===== src/hw/rtl/smpq_pkg.sv =====
// Shared types and constants for the sorted min priority queue.
package smpq_pkg;

   localparam int DEPTH       = 16;
   localparam int CNT_W       = $clog2(DEPTH + 1);
   localparam int VALUE_W     = 32;
   localparam int ENTRY_CNT_W = 5;

   typedef logic [CNT_W-1:0]          cnt_type;
   typedef logic signed [VALUE_W-1:0] value_type;

   typedef enum logic [0:0] {
      CMD_INSERT = 1'b0,
      CMD_REMOVE = 1'b1
   } cmd_type;

   typedef enum logic [1:0] {
      STATUS_OK    = 2'd0,
      STATUS_EMPTY = 2'd1,
      STATUS_FULL  = 2'd2
   } status_type;

   typedef struct packed {
      logic      ins;
      logic      rem;
      value_type value;
   } cell_ctrl_type;

endpackage


===== src/hw/rtl/smpq_cell.sv =====
// One slot of the sorted chain: holds a value and shifts on insert or remove.
module smpq_cell (
   input  logic                   clock,
   input  smpq_pkg::cell_ctrl_type ctrl,
   input  logic                   occ,
   input  logic                   left_gt,
   input  smpq_pkg::value_type    left_data,
   input  smpq_pkg::value_type    right_data,
   output logic                   gt,
   output smpq_pkg::value_type    data
);

   smpq_pkg::value_type data_ff;
   smpq_pkg::value_type data_in;

   assign gt   = !occ || (data_ff > ctrl.value);
   assign data = data_ff;

   always_comb begin
      data_in = data_ff;
      if (ctrl.ins && gt) begin
         data_in = left_gt ? left_data : ctrl.value;
      end else if (ctrl.rem) begin
         data_in = right_data;
      end
   end

   always_ff @(posedge clock) begin
      data_ff <= data_in;
   end

endmodule


===== src/hw/rtl/sorted_min_priority_queue_unit.sv =====
// Top level of the sorted min priority queue built as a chain of cells.
//
// Input words arrive on req_: req_tuser carries the command (insert or remove
// smallest) and req_tdata the signed value to insert. Every accepted word
// yields exactly one response word on rsp_ with the removed value, a status
// and the number of entries held afterwards.
// The store is a row of DEPTH cells in ascending order. On insert every cell
// compares its value with the new one in parallel and the tail shifts right
// by one; on remove the whole row shifts left by one. One word is taken per
// cycle while the output register is free or being read, and the response
// appears in the output register in the cycle after the word is accepted. The
// row keeps that rate for any mix of commands, as all cells compare at once.
// The output register frees as it is read, so a new word is taken in the
// same cycle that a waiting response is taken. While the receiver stalls with
// a response waiting, req_tready stays low and the queue state holds.
// Reset empties the queue at once; no clearing pass is needed, since cells
// beyond the entry count are never read.
module sorted_min_priority_queue_unit (
   input  logic        clock,
   input  logic        reset,
   input  logic        req_tvalid,
   output logic        req_tready,
   input  logic [31:0] req_tdata,  // [31:0] value
   input  logic [0:0]  req_tuser,  // [0] cmd
   output logic        rsp_tvalid,
   input  logic        rsp_tready,
   output logic [39:0] rsp_tdata   // [31:0] removed_value, [33:32] status,
                                   // [38:34] entry_count, [39] zero
);

   smpq_pkg::cnt_type       count_ff;
   smpq_pkg::cnt_type       count_in;
   logic                    rsp_tvalid_ff;
   logic                    rsp_tvalid_in;
   smpq_pkg::value_type     removed_ff;
   smpq_pkg::value_type     removed_in;
   smpq_pkg::status_type    status_ff;
   smpq_pkg::status_type    status_in;
   logic [smpq_pkg::ENTRY_CNT_W-1:0] entry_ff;
   logic [smpq_pkg::ENTRY_CNT_W-1:0] entry_in;
   logic [smpq_pkg::CNT_W+smpq_pkg::ENTRY_CNT_W-1:0] count_wide;

   smpq_pkg::cmd_type       cmd;
   smpq_pkg::cell_ctrl_type ctrl;
   logic                    accept;
   logic                    full;
   logic                    empty;
   logic                    do_ins;
   logic                    do_rem;

   logic [smpq_pkg::DEPTH-1:0] occ;
   logic [smpq_pkg::DEPTH-1:0] gt;
   smpq_pkg::value_type        data [smpq_pkg::DEPTH];

   assign cmd        = smpq_pkg::cmd_type'(req_tuser[0]);
   assign req_tready = !rsp_tvalid_ff || rsp_tready;
   assign accept     = req_tvalid && req_tready;
   assign full       = count_ff == smpq_pkg::cnt_type'(smpq_pkg::DEPTH);
   assign empty      = count_ff == '0;
   assign do_ins     = accept && (cmd == smpq_pkg::CMD_INSERT) && !full;
   assign do_rem     = accept && (cmd == smpq_pkg::CMD_REMOVE) && !empty;

   assign ctrl.ins   = do_ins;
   assign ctrl.rem   = do_rem;
   assign ctrl.value = req_tdata;

   for (genvar g = 0; g < smpq_pkg::DEPTH; g++) begin : g_cell
      assign occ[g] = count_ff > smpq_pkg::cnt_type'(g);

      if (g == 0) begin : g_head
         if (smpq_pkg::DEPTH == 1) begin : g_only
            smpq_cell u_cell (
               .clock      (clock),
               .ctrl       (ctrl),
               .occ        (occ[g]),
               .left_gt    (1'b0),
               .left_data  (req_tdata),
               .right_data (data[g]),
               .gt         (gt[g]),
               .data       (data[g])
            );
         end else begin : g_first
            smpq_cell u_cell (
               .clock      (clock),
               .ctrl       (ctrl),
               .occ        (occ[g]),
               .left_gt    (1'b0),
               .left_data  (req_tdata),
               .right_data (data[g+1]),
               .gt         (gt[g]),
               .data       (data[g])
            );
         end
      end else if (g == smpq_pkg::DEPTH - 1) begin : g_tail
         smpq_cell u_cell (
            .clock      (clock),
            .ctrl       (ctrl),
            .occ        (occ[g]),
            .left_gt    (gt[g-1]),
            .left_data  (data[g-1]),
            .right_data (data[g]),
            .gt         (gt[g]),
            .data       (data[g])
         );
      end else begin : g_mid
         smpq_cell u_cell (
            .clock      (clock),
            .ctrl       (ctrl),
            .occ        (occ[g]),
            .left_gt    (gt[g-1]),
            .left_data  (data[g-1]),
            .right_data (data[g+1]),
            .gt         (gt[g]),
            .data       (data[g])
         );
      end
   end

   always_comb begin
      count_in   = count_ff;
      removed_in = '0;
      status_in  = smpq_pkg::STATUS_OK;
      case (cmd)
         smpq_pkg::CMD_INSERT: begin
            if (full) begin
               status_in = smpq_pkg::STATUS_FULL;
            end else if (accept) begin
               count_in = count_ff + 1'b1;
            end
         end
         smpq_pkg::CMD_REMOVE: begin
            if (empty) begin
               status_in = smpq_pkg::STATUS_EMPTY;
            end else begin
               removed_in = data[0];
               if (accept) begin
                  count_in = count_ff - 1'b1;
               end
            end
         end
         default: begin
            count_in = count_ff;
         end
      endcase
      count_wide = {{smpq_pkg::ENTRY_CNT_W{1'b0}}, count_in};
      entry_in   = count_wide[smpq_pkg::ENTRY_CNT_W-1:0];
   end

   always_comb begin
      rsp_tvalid_in = rsp_tvalid_ff;
      if (accept) begin
         rsp_tvalid_in = 1'b1;
      end else if (rsp_tready) begin
         rsp_tvalid_in = 1'b0;
      end
   end

   always_ff @(posedge clock) begin
      if (reset) begin
         count_ff      <= '0;
         rsp_tvalid_ff <= 1'b0;
      end else begin
         count_ff      <= count_in;
         rsp_tvalid_ff <= rsp_tvalid_in;
      end
   end

   always_ff @(posedge clock) begin
      if (accept) begin
         removed_ff <= removed_in;
         status_ff  <= status_in;
         entry_ff   <= entry_in;
      end
   end

   assign rsp_tvalid = rsp_tvalid_ff;
   assign rsp_tdata  = {1'b0, entry_ff, status_ff, removed_ff};

   a_count_bound: assert property (@(posedge clock) disable iff (reset)
      count_ff <= smpq_pkg::cnt_type'(smpq_pkg::DEPTH))
      else $error("entry count exceeds capacity");

   a_full_hold: assert property (@(posedge clock) disable iff (reset)
      accept && (cmd == smpq_pkg::CMD_INSERT) && full |=> count_ff == $past(count_ff))
      else $error("rejected insert changed the entry count");

   a_remove_head: assert property (@(posedge clock) disable iff (reset)
      do_rem |=> (removed_ff == $past(data[0])) && (count_ff == $past(count_ff) - 1'b1))
      else $error("remove did not return the head or drop one entry");

   a_stall_hold: assert property (@(posedge clock) disable iff (reset)
      rsp_tvalid_ff && !rsp_tready |=> $stable(count_ff))
      else $error("queue changed while the response was stalled");

endmodule


===== config.mk =====
export PLATFORM = sky130hd
export DESIGN_NAME = sorted_min_priority_queue_unit
export DESIGN_NICKNAME = d
export VERILOG_FILES = /design/src/hw/rtl/smpq_pkg.sv /design/src/hw/rtl/smpq_cell.sv /design/src/hw/rtl/sorted_min_priority_queue_unit.sv
export SDC_FILE = /design/constraint.sdc
export NUM_CORES = 2
export LEC_CHECK = 0
export ABC_CLOCK_PERIOD_IN_PS = 6650
export BUFFER_PORTS_ARGS = -buffer_cell sky130_fd_sc_hd__buf_2
export CAP_MARGIN = 20
export CORE_ASPECT_RATIO = 0.5
export CORE_MARGIN = 1
export CORE_UTILIZATION = 65
export CTS_CLUSTER_SIZE = 20
export DETAILED_ROUTE_END_ITERATION = 10
export HOLD_SLACK_MARGIN = 0.02
export MAX_ROUTING_LAYER = met4
export PLACE_DENSITY = 0.85
export SLEW_MARGIN = 30
export SYNTH_ARGS = -nofsm -noshare
export SYNTH_HDL_FRONTEND = slang
export SYNTH_SLANG_ARGS = --single-unit

===== constraint.sdc =====
create_clock -name clock -period 6.65 [get_ports clock]
set_input_delay 0.9975 -clock clock [delete_from_list [all_inputs] [get_ports clock]]
set_output_delay 0.9975 -clock clock [all_outputs]
set_load 0.005 [all_outputs]

Yosys cells after proc, flatten, opt, wreduce, memory -nomap -nowiden
Index checks and enable logic that the tools add are counted.

Add/sub/neg operators: 2. Order comparisons: 32. Eq/ne operators: 1. Multiplexer cells: 55. Bitwise operators: 1. Reduce and logical (&&, ||, !) cells: 75.

Operators by type and width (count): $mux W32 (45); $gt A32 B32 Y1 (16); $gt A5 B4 Y1 const B (8); $reduce_bool A2 Y1 (16); $logic_and A1 B1 Y1 (21); $gt A5 B3 Y1 const B (4); $mux W5 (4); $logic_not A1 Y1 (19); $logic_or A1 B1 Y1 (17); $gt A5 B1 Y1 const B (2); $gt A5 B2 Y1 const B (2); $pmux W5 S2 (1); $add A5 B1 Y5 const B (1); $eq A5 B5 Y1 const B (1); $logic_not A5 Y1 (1); $sub A5 B1 Y5 const B (1); $pmux W2 S2 (1); $mux W1 (3); $mux W2 (1); $reduce_or A2 Y1 (1); $not A1 Y1 (1).

Register bits: 557. Output and inout port bits: 42. Word-level logic and storage cells: 187.

Longest topological paths before layout
Word-level depth: 7. Mapped depth: 14.

Hierarchy
Synthesis repeated with hierarchy kept, for this count alone.

Cells, all modules: 4385. Area total of the unflattened synthesis: 44914.3 µm².

By module, submodules not included: smpq_cell at g_cell[0].g_head.g_first.u_cell ... (instances 15, cells an instance 263, area each 2676.3 µm², seq. area each 960.9 µm²); smpq_cell at g_cell[15].g_tail.u_cell (instances 1, cells an instance 261, area each 2651.3 µm², seq. area each 960.9 µm²); sorted_min_priority_queue_unit (instances 1, cells an instance 179, area each 2118.3 µm², seq. area each 1291.2 µm²).

Worst setup path before layout
Ideal clock, no wire load.

Path kind: in2reg. From: input req_tdata[31]. To: register g_cell[11].g_mid.u_cell.data_ff[0] (enable). Setup time: 0.466 ns. Arrival: 5.742 ns. Data required time: 6.184 ns. Setup slack: 0.443 ns. Cell stages on the path: 12. Buffers on the path: 3. Cell sequence: clkbuf_1 > inv_1 > ha_1 > a21oi_1 > o21ai_0 > a2111oi_0 > a31oi_1 > or2_2 > and3_1 > buf_2 > buf_2 > o21ai_0.

Cells in the longest elaborated chain, start to end: 4.

RTL lines: start, declared (RTL line sorted_min_priority_queue_unit.sv:23) `input logic [31:0] req_tdata,`; $gt A32 B32 Y1 (RTL line smpq_cell.sv:16) `assign gt = !occ || (data_ff > ctrl.value);`; $logic_or A1 B1 Y1 (RTL line smpq_cell.sv:16); $logic_and A1 B1 Y1 (RTL line smpq_cell.sv:21) `if (ctrl.ins && gt) begin`; $reduce_bool A2 Y1 (no line); end signal, assigned (RTL line smpq_cell.sv:29) `data_ff <= data_in;`; end, declared (RTL line smpq_cell.sv:13) `smpq_pkg::value_type data_ff;`.

No other way between the ends. A chain may end at the register's enable or synchronous reset.

Worst setup path in the final report
From: input req_tdata[27]. To: register g_cell[9].g_mid.u_cell.data_ff[27] (enable).

Cells in the longest elaborated chain, start to end: 4.

RTL lines (RTL line): $gt A32 B32 Y1 (smpq_cell.sv:16); $logic_or A1 B1 Y1 (smpq_cell.sv:16); $logic_and A1 B1 Y1 (smpq_cell.sv:21); $reduce_bool A2 Y1 (no line); end signal, assigned (smpq_cell.sv:29); end, declared (smpq_cell.sv:13).

No other way between the ends.

==> qor.csv <==
metric,value,unit
drtAntennaViolNets,0,
syn_area_per_cell,10.8,um^2
place.gp.congestion,0.992,
p_leak,17.6,nW
hold_violations,0,
cts-root-buf,clkbuf_16,
grt_pass1_wl,170000,um
seqPwrFrac,45.9,%
met2_usage,52.3,%
dp.cells,4426,
dieHeight,176,um
powerDensity,250,nW/um^2
startpoint_type,input pin,
required,6.90,ns
synth_top_area_cell,edfxtp_1,
final.setup.worst_slack,1.53,ns
power,10.6,mW
mappedNetlistArea,39200,um^2
busiest_layer,met1,
clkPwrFrac,28.7,%
via_count,31022,
ys_ff_latch,557,
wirelength,110000,um
cp-end-kind,flip-flop,
n_fill_cell,4139,
rsz0062_at_grt,no,
coreArea,59400,um^2
r2r_setup_slack,2.32,ns
tns,0,ns
use_met1,54.5,%
dr.pass1.iters,6,
worst_ep_arrival_time,5.37,ns
syn-num-nets,4190,
p_sw,3.38,mW
nets,4223,
layout_min_cycle_time,5.12,ns
drv_cap,0,
track_usage,36.5,%
num_io_pins,79,
status,finished clean,
syn_inst,3636,
yosys_warnings,0,
tritoncts,yes,
ys_types,77,
vdd_drop_max,0.000201,V
combPwrFrac,25.4,%
synthArstFlopShare,0,%
cts.repair.resized,0,
min_path_type,flip-flop to flip-flop,
path_class,input pin to flip-flop,
die_area,61400,um^2
multiInputGateArea,21700,um^2
max_freq,195,MHz
netlist_top_cells_count,"edfxtp_1, ha_1, a21oi_1",
instances_no_fill,4526,
area_growth,8.09,%
grt_pass1_vias,29949,
viasPerCell,6.85,
grt_max_degree,66,
drtIter0Drc,4274,
die_w,349,um
pre_cts_slack,1.18,ns
worst_slew_pin_slew,1.07,ns
drt-wirelength-per-cell,24.3,um
cts_hold_buf,0,
switching_share,32.0,%
io_buffer_count,77,
drc,0,
antenna_found_initial,2,
drive_gt1_share,13.6,%
initial_core_util,66.0,%
post-cts-setup-buffer-count,0,
synthTopCellsByArea,"edfxtp_1, ha_1, mux2i_1, mux2_2, a21oi_1",
use_met3,6.75,%
synth_most_common_cell,edfxtp_1,
place_area,40700,um^2
post-route-period-util,77.0,%
drv_slew,0,
cts.path.max_buffers,3,
seq_area_frac_synth,42.5,%
cts_inserted_buffers,52,
synth_edf_count,551,
final-setup-viol-count,0,
cp_max_fo,34,
clk-insertion-delay-late,0.62,ns
clk_pin_slew,0.07,ns
intPower,7.20,mW
ctsHtreeMaxLevel,2,
stdcell_area,42400,um^2
seqCellArea,16700,um^2
core.rowCount,63,
cts_sinks,557,
synth-main-ff-cell,edfxtp_1,
netlist.area_leader.share,42.2,%
slew_headroom,28.3,%
finClkSkew,0.0253,ns
globalRouteOverflowTotal,0,
dp_hpwl,83700,um
## worst paths after layout
path,cells after the start,endpoint,startpoint
worst max register to register,10,g_cell[12].g_mid.u_cell.data[26]$_DFFE_PP_,g_cell[11].g_mid.u_cell.data[15]$_DFFE_PP_
worst min register to register,2,rsp_tvalid$_SDFFE_PP0P_,rsp_tvalid$_SDFFE_PP0P_
worst max-delay path,10,g_cell[9].g_mid.u_cell.data[27]$_DFFE_PP_,req_tdata[27]
worst min-delay path,2,rsp_tvalid$_SDFFE_PP0P_,rsp_tvalid$_SDFFE_PP0P_
## critical path: stages
cell      delay [ns]
buf_2           0.32
inv_1           0.44
ha_1            0.47
nand4_1         0.28
nor4_2          0.74
o311ai_0        0.53
nand4b_1        0.34
nand3_2         0.56
nand2_1         0.21
buf_4           0.45
## per-layer routing
layer  share of wire, %  up-vias
li1                   -    13933
met1                 44    15131
met2                 43     1799
met3                 12      159
met4                1.3        0
met5                  0        -
## sequential cells by signal, indices dropped and copies added, names as in the netlist
signal / count
count_ff: 5
entry_ff: 5
g_cell.g_head.g_first.u_cell.data: 32
g_cell.g_mid.u_cell.data: 448
g_cell.g_tail.u_cell.data: 32
removed_ff: 32
rsp_tvalid: 1
status_ff: 2
## cell usage in the layout (no fill, tap or decap), types with 19 or more instances in the layout
cell type,Yosys,routed
edfxtp_1,551,551
ha_1,517,517
a21oi_1,400,400
mux2i_1,359,359
nand2_1,358,356
o21ai_0,306,303
mux2_2,221,221
nor2_1,185,183
nand4_1,93,93
buf_4,2,85
buf_2,69,77
inv_1,67,67
clkbuf_16,0,53
a21o_1,42,42
nor2b_1,36,35
and2_1,35,35
nand3_1,25,24
and4_1,20,20
a211oi_1,19,19
## cell families (layout without fill, tap and decap cells)
kind of cell | Yosys count | in the layout | synth area share, %
adder cells (fa/ha/maj) | 517 | 517 | 16.5
other | 1 | 4 | 0.00956
AND/OR/NAND/NOR | 835 | 835 | 9.95
XOR/XNOR | 2 | 2 | 0.0447
buffers and inverters | 257 | 332 | 2.76
flip-flops | 557 | 557 | 42.5
multiplexers | 580 | 580 | 15.5
AO/OA/AOI/OAI | 887 | 887 | 12.7
## power groups by stage
stage / Clock [mW] / Combinational [mW] / Sequential (mW)
floorplan: 0 / 1.84 / 4.77
global placement: 0 / 2.41 / 4.91
detailed placement: 0 / 2.58 / 4.92
CTS: 3.03 / 2.60 / 4.85
global route: 3.17 / 2.94 / 4.90
finish: 3.04 / 2.69 / 4.86
## layout make-up
cell class	instances	area share [%]
repair buffers	168	2.69
clock buffers	72	3.41
multi-input cells	2822	51.1
diodes	3	0.0177
inverters	68	0.605
flip-flops and latches	557	39.3
well taps	812	2.40
clock inverters	24	0.469
## per-stage QoR
step,util (%),hold slack [ns]
2_1_floorplan,-,0.522
3_3_place_gp,68.5,0.502
3_5_place_dp,68.5,0.529
4_1_cts,71.3,0.538
5_1_grt,71.3,0.581
6_report,71.3,0.541
No activity file was read; power rests on OpenSTA's default activity.
